**src/rtl/pfa_pkg.sv**
```systemverilog
// Shared constants, codes and types of the partition fit allocator.
package pfa_pkg;

  localparam int Partitions = 16;
  localparam int SizeBits   = 16;
  localparam int IdxBits    = (Partitions > 1) ? $clog2(Partitions) : 1;
  localparam int CntBits    = $clog2(Partitions + 1);

  localparam int SizeW      = 16;
  localparam int IdxW       = 4;
  localparam int FreeW      = 16;
  localparam int StatusW    = 2;
  localparam int ModeW      = 2;
  localparam int OutDataW   = 24;

  typedef enum logic [ModeW-1:0] {
    MODE_FIRST = 2'd0,
    MODE_BEST  = 2'd1,
    MODE_WORST = 2'd2,
    MODE_SPARE = 2'd3
  } fit_mode_e;

  typedef enum logic [StatusW-1:0] {
    ST_ADDED  = 2'd0,
    ST_PLACED = 2'd1,
    ST_WAIT   = 2'd2,
    ST_FULL   = 2'd3
  } status_e;

  typedef enum logic {
    OP_ADD     = 1'b0,
    OP_REQUEST = 1'b1
  } op_e;

  typedef struct packed {
    fit_mode_e mode;
    logic      found;
  } sel_ctl_t;

endpackage

```
**src/rtl/pfa_mem.sv**
```systemverilog
// Partition free-size table: one write port, one registered read port.
module pfa_mem (
  input  logic                          clk_i,
  input  logic                          wr_en_i,
  input  logic [pfa_pkg::IdxBits-1:0]   wr_addr_i,
  input  logic [pfa_pkg::SizeBits-1:0]  wr_data_i,
  input  logic [pfa_pkg::IdxBits-1:0]   rd_addr_i,
  output logic [pfa_pkg::SizeBits-1:0]  rd_data_o
);

  logic [pfa_pkg::SizeBits-1:0] mem_q [pfa_pkg::Partitions];
  logic [pfa_pkg::SizeBits-1:0] rd_data_q;

  always_ff @(posedge clk_i) begin
    if (wr_en_i) begin
      mem_q[wr_addr_i] <= wr_data_i;
    end
    rd_data_q <= mem_q[rd_addr_i];
  end

  assign rd_data_o = rd_data_q;

endmodule

```
**src/rtl/pfa_sel.sv**
```systemverilog
// Shared compare unit: decides whether the scanned entry replaces the current pick.
module pfa_sel (
  input  pfa_pkg::sel_ctl_t             ctl_i,
  input  logic [pfa_pkg::SizeBits-1:0]  cand_free_i,
  input  logic [pfa_pkg::SizeBits-1:0]  pick_free_i,
  input  logic [pfa_pkg::SizeBits-1:0]  req_size_i,
  output logic                          take_o,
  output logic                          stop_o
);

  logic fits;
  logic better;
  logic first_mode;

  always_comb begin
    fits       = (cand_free_i >= req_size_i);
    first_mode = (ctl_i.mode != pfa_pkg::MODE_BEST) && (ctl_i.mode != pfa_pkg::MODE_WORST);
    case (ctl_i.mode)
      pfa_pkg::MODE_BEST:  better = (cand_free_i < pick_free_i);
      pfa_pkg::MODE_WORST: better = (cand_free_i > pick_free_i);
      default:             better = 1'b0;
    endcase
    take_o = fits && (!ctl_i.found || better);
    stop_o = first_mode && take_o;
  end

endmodule

```
**src/rtl/partition_fit_allocator_unit.sv**
```systemverilog
// Partition fit allocator: sequencer, table, compare unit and result register.
//
//  channel   dir  handshake                    payload
//  s_axis    in   s_axis_tvalid/s_axis_tready   tuser op, tdata size
//  m_axis    out  m_axis_tvalid/m_axis_tready   tuser status, tdata index|free_after
//  cfg       in   cfg_valid_i/cfg_ready_o       cfg_data_i fit_mode
//
//  An add beat, and a request on an empty table, is answered straight from idle.
//  A request scans the table: the single read port and comparator visit one
//  table entry a cycle, then the pick is written back and the result registered.
//  First fit stops at the first entry that fits.
//  Reset clears the count, the fit mode and the sequencer; the table is not cleared.
//  A new beat is taken only while idle and with the result register free or draining.
module partition_fit_allocator_unit (
  input  logic                          clk_i,
  input  logic                          rst_ni,
  input  logic                          s_axis_tvalid,
  output logic                          s_axis_tready,
  input  logic [pfa_pkg::SizeW-1:0]     s_axis_tdata,  // [15:0] size
  input  logic                          s_axis_tuser,  // [0] op
  output logic                          m_axis_tvalid,
  input  logic                          m_axis_tready,
  output logic [pfa_pkg::OutDataW-1:0]  m_axis_tdata,  // [3:0] partition_index, [19:4] free_after
  output logic [pfa_pkg::StatusW-1:0]   m_axis_tuser,  // [1:0] status
  input  logic                          cfg_valid_i,
  output logic                          cfg_ready_o,
  input  logic [pfa_pkg::ModeW-1:0]     cfg_data_i
);

  typedef enum logic [2:0] {
    S_IDLE = 3'b001,
    S_SCAN = 3'b010,
    S_DONE = 3'b100
  } state_e;

  state_e                        state_q, state_d;
  pfa_pkg::fit_mode_e            mode_q;
  logic [pfa_pkg::CntBits-1:0]   cnt_q, cnt_d;
  logic [pfa_pkg::IdxBits-1:0]   ptr_q, ptr_d;
  logic [pfa_pkg::IdxBits-1:0]   pick_idx_q, pick_idx_d;
  logic [pfa_pkg::SizeBits-1:0]  pick_free_q, pick_free_d;
  logic [pfa_pkg::SizeBits-1:0]  size_q, size_d;
  logic                          found_q, found_d;

  logic                          out_valid_q, out_valid_d;
  pfa_pkg::status_e              out_status_q, out_status_d;
  logic [pfa_pkg::IdxW-1:0]      out_idx_q, out_idx_d;
  logic [pfa_pkg::FreeW-1:0]     out_free_q, out_free_d;

  logic                          wr_en;
  logic [pfa_pkg::IdxBits-1:0]   wr_addr;
  logic [pfa_pkg::SizeBits-1:0]  wr_data;
  logic [pfa_pkg::IdxBits-1:0]   rd_addr;
  logic [pfa_pkg::SizeBits-1:0]  rd_data;

  pfa_pkg::sel_ctl_t             sel_ctl;
  logic                          take;
  logic                          stop;
  logic                          out_room;
  logic                          in_beat;
  logic                          last_entry;
  logic [pfa_pkg::SizeBits-1:0]  in_size;
  logic [pfa_pkg::SizeBits-1:0]  new_free;

  assign out_room      = !out_valid_q || m_axis_tready;
  assign s_axis_tready = (state_q == S_IDLE) && out_room;
  assign in_beat       = s_axis_tvalid && s_axis_tready;
  assign in_size       = pfa_pkg::SizeBits'(s_axis_tdata);
  assign cfg_ready_o   = 1'b1;
  assign last_entry    = ((pfa_pkg::CntBits'(ptr_q) + 1'b1) == cnt_q);
  assign new_free      = pick_free_q - size_q;
  assign sel_ctl       = '{mode: mode_q, found: found_q};

  pfa_mem u_mem (
    .clk_i     (clk_i),
    .wr_en_i   (wr_en),
    .wr_addr_i (wr_addr),
    .wr_data_i (wr_data),
    .rd_addr_i (rd_addr),
    .rd_data_o (rd_data)
  );

  pfa_sel u_sel (
    .ctl_i       (sel_ctl),
    .cand_free_i (rd_data),
    .pick_free_i (pick_free_q),
    .req_size_i  (size_q),
    .take_o      (take),
    .stop_o      (stop)
  );

  always_comb begin
    state_d      = state_q;
    cnt_d        = cnt_q;
    ptr_d        = ptr_q;
    pick_idx_d   = pick_idx_q;
    pick_free_d  = pick_free_q;
    size_d       = size_q;
    found_d      = found_q;
    out_valid_d  = out_valid_q && !m_axis_tready;
    out_status_d = out_status_q;
    out_idx_d    = out_idx_q;
    out_free_d   = out_free_q;
    wr_en        = 1'b0;
    wr_addr      = pick_idx_q;
    wr_data      = new_free;
    rd_addr      = '0;

    case (state_q)
      S_IDLE: begin
        if (in_beat) begin
          if (s_axis_tuser == pfa_pkg::OP_ADD) begin
            out_valid_d = 1'b1;
            if (cnt_q >= pfa_pkg::CntBits'(pfa_pkg::Partitions)) begin
              out_status_d = pfa_pkg::ST_FULL;
              out_idx_d    = '0;
              out_free_d   = '0;
            end else begin
              wr_en        = 1'b1;
              wr_addr      = pfa_pkg::IdxBits'(cnt_q);
              wr_data      = in_size;
              cnt_d        = cnt_q + 1'b1;
              out_status_d = pfa_pkg::ST_ADDED;
              out_idx_d    = pfa_pkg::IdxW'(cnt_q);
              out_free_d   = pfa_pkg::FreeW'(in_size);
            end
          end else if (cnt_q == '0) begin
            out_valid_d  = 1'b1;
            out_status_d = pfa_pkg::ST_WAIT;
            out_idx_d    = '0;
            out_free_d   = '0;
          end else begin
            size_d  = in_size;
            ptr_d   = '0;
            found_d = 1'b0;
            state_d = S_SCAN;
          end
        end
      end
      S_SCAN: begin
        rd_addr = ptr_q + 1'b1;
        ptr_d   = ptr_q + 1'b1;
        if (take) begin
          found_d     = 1'b1;
          pick_idx_d  = ptr_q;
          pick_free_d = rd_data;
        end
        if (last_entry || stop) begin
          state_d = S_DONE;
        end
      end
      S_DONE: begin
        if (out_room) begin
          out_valid_d = 1'b1;
          state_d     = S_IDLE;
          if (found_q) begin
            wr_en        = 1'b1;
            out_status_d = pfa_pkg::ST_PLACED;
            out_idx_d    = pfa_pkg::IdxW'(pick_idx_q);
            out_free_d   = pfa_pkg::FreeW'(new_free);
          end else begin
            out_status_d = pfa_pkg::ST_WAIT;
            out_idx_d    = '0;
            out_free_d   = '0;
          end
        end
      end
      default: begin
        state_d = S_IDLE;
      end
    endcase
  end

  always_ff @(posedge clk_i or negedge rst_ni) begin
    if (!rst_ni) begin
      state_q     <= S_IDLE;
      mode_q      <= pfa_pkg::MODE_FIRST;
      cnt_q       <= '0;
      found_q     <= 1'b0;
      out_valid_q <= 1'b0;
    end else begin
      state_q     <= state_d;
      cnt_q       <= cnt_d;
      found_q     <= found_d;
      out_valid_q <= out_valid_d;
      if (cfg_valid_i && cfg_ready_o) begin
        mode_q <= pfa_pkg::fit_mode_e'(cfg_data_i);
      end
    end
  end

  always_ff @(posedge clk_i) begin
    ptr_q        <= ptr_d;
    pick_idx_q   <= pick_idx_d;
    pick_free_q  <= pick_free_d;
    size_q       <= size_d;
    out_status_q <= out_status_d;
    out_idx_q    <= out_idx_d;
    out_free_q   <= out_free_d;
  end

  assign m_axis_tvalid = out_valid_q;
  assign m_axis_tuser  = out_status_q;
  assign m_axis_tdata  = {{(pfa_pkg::OutDataW - pfa_pkg::FreeW - pfa_pkg::IdxW){1'b0}},
                          out_free_q, out_idx_q};

`ifndef ASSERT_OFF
  a_cnt_bound: assert property (@(posedge clk_i) disable iff (!rst_ni)
    cnt_q <= pfa_pkg::CntBits'(pfa_pkg::Partitions))
    else $error("partition count beyond table depth");

  a_add_grows: assert property (@(posedge clk_i) disable iff (!rst_ni)
    (in_beat && s_axis_tuser == pfa_pkg::OP_ADD
     && cnt_q < pfa_pkg::CntBits'(pfa_pkg::Partitions))
    |=> cnt_q == $past(cnt_q) + 1'b1)
    else $error("accepted add did not grow the table");

  a_pick_in_table: assert property (@(posedge clk_i) disable iff (!rst_ni)
    (state_q == S_DONE && found_q) |-> pfa_pkg::CntBits'(pick_idx_q) < cnt_q)
    else $error("picked partition outside the filled table");

  a_wait_zero: assert property (@(posedge clk_i) disable iff (!rst_ni)
    (out_valid_q && out_status_q == pfa_pkg::ST_WAIT) |-> (out_idx_q == '0 && out_free_q == '0))
    else $error("wait result carries a partition");
`endif

endmodule
```
**config.mk**
```make
export PLATFORM = sky130hd
export DESIGN_NAME = partition_fit_allocator_unit
export DESIGN_NICKNAME = d
export VERILOG_FILES = /design/src/rtl/pfa_pkg.sv /design/src/rtl/pfa_mem.sv /design/src/rtl/pfa_sel.sv /design/src/rtl/partition_fit_allocator_unit.sv
export SDC_FILE = /design/constraint.sdc
export NUM_CORES = 1
export LEC_CHECK = 0
export BUFFER_PORTS_ARGS = -buffer_cell sky130_fd_sc_hd__buf_2
export CAP_MARGIN = 20
export CORE_ASPECT_RATIO = 1.75
export CORE_MARGIN = 4
export CORE_UTILIZATION = 62
export CTS_CLUSTER_DIAMETER = 120
export DETAILED_ROUTE_END_ITERATION = 7
export GPL_ROUTABILITY_DRIVEN = 0
export PLACE_DENSITY_LB_ADDON = 0.05
export SLEW_MARGIN = 10
export SYNTH_ARGS = -nofsm -noshare
export SYNTH_HDL_FRONTEND = slang
export SYNTH_SLANG_ARGS = --single-unit
export TNS_END_PERCENT = 30
```
**constraint.sdc**
```tcl
create_clock -name clk_i -period 3.71 [get_ports clk_i]
set_input_delay 0.5565 -clock clk_i [delete_from_list [all_inputs] [get_ports clk_i]]
set_output_delay 0.5565 -clock clk_i [all_outputs]
set_load 0.1 [all_outputs]
```
==> results.toml <==
[floorplanning]
fp-row-count = 76
initial_utilization_pct = 62.8
die-area_um2 = 27600
ioPinCount = 53
core-area_um2 = 24600
fp.dieW_um = 127
die_height_um = 217

[timing]
rsz0062_at_grt = "no"
tightest_slew_ns = 0.904
tns_ns = 0
finalHoldViolCount = 0
finalSetupViolations = 0
relSlewSlack_pct = 39.7
finClkSkew_ns = 0.0186
period_needed_ns = 3.21
max_freq_mhz = 312
slew_violations = 0
timing.final.crit_share_pct = 86.5

[min_path]
hold_end = "size_q[9]"
min_path_cells = 1
hp-class = "input port to register"
min_from = "s_axis_tdata[9]"

[synthesis]
yosys_warnings = 0
ys_ff_latch = 346
netlist_top_cells_count = "318 x edfxtp_1, 64 x a21oi_1, 64 x o221ai_1, 62 x nand2_1, 52 x ha_1"
syn_inst = 1074
synth.largest_area_cell = "edfxtp_1"
synth_area_um2 = 15500
ys_seq_area_share_pct = 65.8
ys_types = 77
yosysTopAreaCellShare_pct = 61.7
synthFlopType = "edfxtp_1"
synth_edf_count = 318
yosys-top-cells-area = "edfxtp_1 62%, ha_1 4.2%, o221ai_1 3.6%, mux4_2 2.2%, a21oi_1 2.1%"
async_flop_share_pct = 3.47
synth_area_per_cell_um2 = 14.4
synth_most_common_cell = "edfxtp_1"

[routing]
drt_iter0_drc = 638
wire_per_inst_um = 22.2
ant_nets = 0
drcViolationCount = 0
vias_per_cell = 6.31
first_pass_iters = 5
wl_mm = 32.7
vias = 9284

[clock_tree]
cts_max_level = 1
post_cts_buffers = 0
cts_tree = "yes"
clk_pin_slew_worst_paths_ns = 0.06
clock-sinks = 346
cts_made_buffers = 31
insertion_delay_ns = 0.57
clockBufferDepth = 3
cts-root-buf = "clkbuf_16"
ctsResizeCount = 0

[worst_setup_path]
slowest_stage = "a211oi_1"
slowest_delay_ns = 0.50
r2r_slack_ns = 0.50
worstSetupEndpointType = "register"
crit_arrival_ns = 3.60
rr_worst_depth = 10
reg2reg_from = "pick_free_q[0]"
worstPathCellList = "inv_1 -> ha_1 -> inv_1 -> fa_1 -> a211oi_1 -> o211ai_1 -> a211oi_1 -> nor3b_1 -> o31ai_1 -> buf_4"
r2r_end = "u_mem.mem_q[13][12]"
crit_fanout = 16
timing.critical_path.buf_inv = 3
required_ns = 4.10
crit_type = "register to register"
critPathLaunchType = "register"
cp.depth = 10
critical_path.top_delay_family = "compound AO/OA/AOI/OAI gates"

[pwr]
pwr-share-comb_pct = 22.8
power_frac_clock_pct = 29.9
p_sw_mw = 3.24
ir_worst_vdd_mv = 0.484
p_per_area_nw_per_um2 = 615
power.internal_mw = 7.31
swShare_pct = 30.7
power.leakage_nw = 6.01
power_mw = 10.6
seqPwrFrac_pct = 47.3

[final_layout]
layout.nets = 1214
areaGrowthSynthToFinish_pct = 10.9
instances_no_fill = 1471
drive_gt1_share_pct = 16.3
diodes = 0
final_util_pct = 69.6

[global_route]
first_global_vias = 9285
grt_antenna_before_repair = 0
overflow = 0
grt_max_degree = 57
grt_pass1_wl_mm = 51.7
grt_usage_pct = 24.0

[outcome]
status = "completed"

[place]
placed_cells = 1415
port_buffers = 47
hpwlAfterDp_mm = 22.6

[job]
cap_violations = 0
==> layer usage <==
metal | track usage, % | share of wire, % | up-vias
li1 | - | - | 4358
met1 | 29.4 | 38 | 4551
met2 | 43.6 | 54 | 305
met3 | 2.80 | 4.8 | 70
met4 | 8.20 | 3.0 | 0
met5 | 0 | 0 | -
==> sequential cells by signal, indices dropped and copies added (netlist names) <==
name / cells
u_mem.rd_data_o: 16
mode_q: 2
cnt_q: 5
size_q: 16
pick_idx_q: 4
ptr_q: 4
found_q: 1
out_free_q: 16
state_q: 3
m_axis_tuser: 2
m_axis_tvalid: 1
u_mem.mem_q: 256
out_idx_q: 4
pick_free_q: 16
==> power groups by stage <==
stage	clock [mW]	sequential [mW]	combinational, mW
floorplan	0	5.30	1.47
global placement	0	5.06	2.35
detailed placement	0	5.07	2.40
CTS	3.22	4.99	2.41
global route	3.38	5.02	2.62
finish	3.15	4.99	2.41
==> area by class of cell <==
class | count | area, um2
inverter | 43 | 161
sequential | 346 | 10200
timing repair buffer | 91 | 593
multi-input combinational | 624 | 4840
clock inverter | 14 | 178
clock buffer | 41 | 813
fill | 1702 | 7480
tap | 312 | 390
==> worst max-delay path by stage <==
stage | start | to
global route | pick_free_q[0] | u_mem.mem_q[13][12]
finish | pick_free_q[0] | u_mem.mem_q[13][12]
floorplan | m_axis_tvalid | s_axis_tready
CTS | pick_free_q[0] | u_mem.mem_q[13][12]
global placement | pick_free_q[0] | u_mem.mem_q[8][12]
detailed placement | pick_free_q[0] | u_mem.mem_q[12][12]
==> what timing repair did <==
| action | in CTS | in global routing |
|---|---|---|
| endpoints found under the hold margin | 11 | 0 |
| setup endpoints to repair | 0 | 0 |
| hold buffers | 1 | 0 |
==> placed cells by master (no fill, tap or decap), drive strengths merged, types with 7 or more instances in the layout <==
| cell type | count |
|---|---|
| edfxtp | 318 |
| buf | 90 |
| o221ai | 64 |
| a21oi | 64 |
| nand2 | 62 |
| ha | 52 |
| o21ai | 44 |
| inv | 43 |
| clkbuf | 41 |
| nor2 | 33 |
| mux2i | 32 |
| nand3 | 26 |
| nor2b | 20 |
| mux2 | 20 |
| nor3 | 19 |
| a22oi | 17 |
| dfxtp | 16 |
| mux4 | 16 |
| a22o | 11 |
| dfrtp | 11 |
| nand4 | 10 |
| nand2b | 8 |
| o21a | 8 |
| a31oi | 8 |
| xnor2 | 8 |
| xor2 | 8 |
| clkinv | 8 |
| a21o | 7 |
| o31ai | 7 |
| a211o | 7 |
| a211oi | 7 |
==> per-stage QoR <==
stage / hold slack [ns] / setup WS [ns] / cell area, um2
3_5_place_dp: 0.456 / 0.666 / 16100
4_1_cts: 0.170 / 0.602 / 17100
2_1_floorplan: 0.261 / 0.400 / 15500
6_report: 0.195 / 0.501 / 17100
3_3_place_gp: 0.454 / 0.663 / 16100
5_1_grt: 0.184 / 0.443 / 17100
==> worst register-to-register path: stages (launching register included) <==
cell      delay (ns)
edfxtp_1        0.40
inv_1           0.07
ha_1            0.16
inv_1           0.05
fa_1            0.41
a211oi_1        0.50
o211ai_1        0.36
a211oi_1        0.38
nor3b_1         0.12
o31ai_1         0.32
buf_4           0.26
==> cell families (layout without fill, tap and decap cells) <==
kind of cell,after synthesis,in the layout,synth area share (%)
flops,346,346,65.8
compound gates,274,274,12.4
simple gates,208,208,7.14
buf+inv,107,189,3.45
mux,68,68,5.88
fa+ha+maj,53,53,4.34
xor+xnor,16,16,0.955
other cells,2,5,0.0486
(Power assumes the default switching activity.)
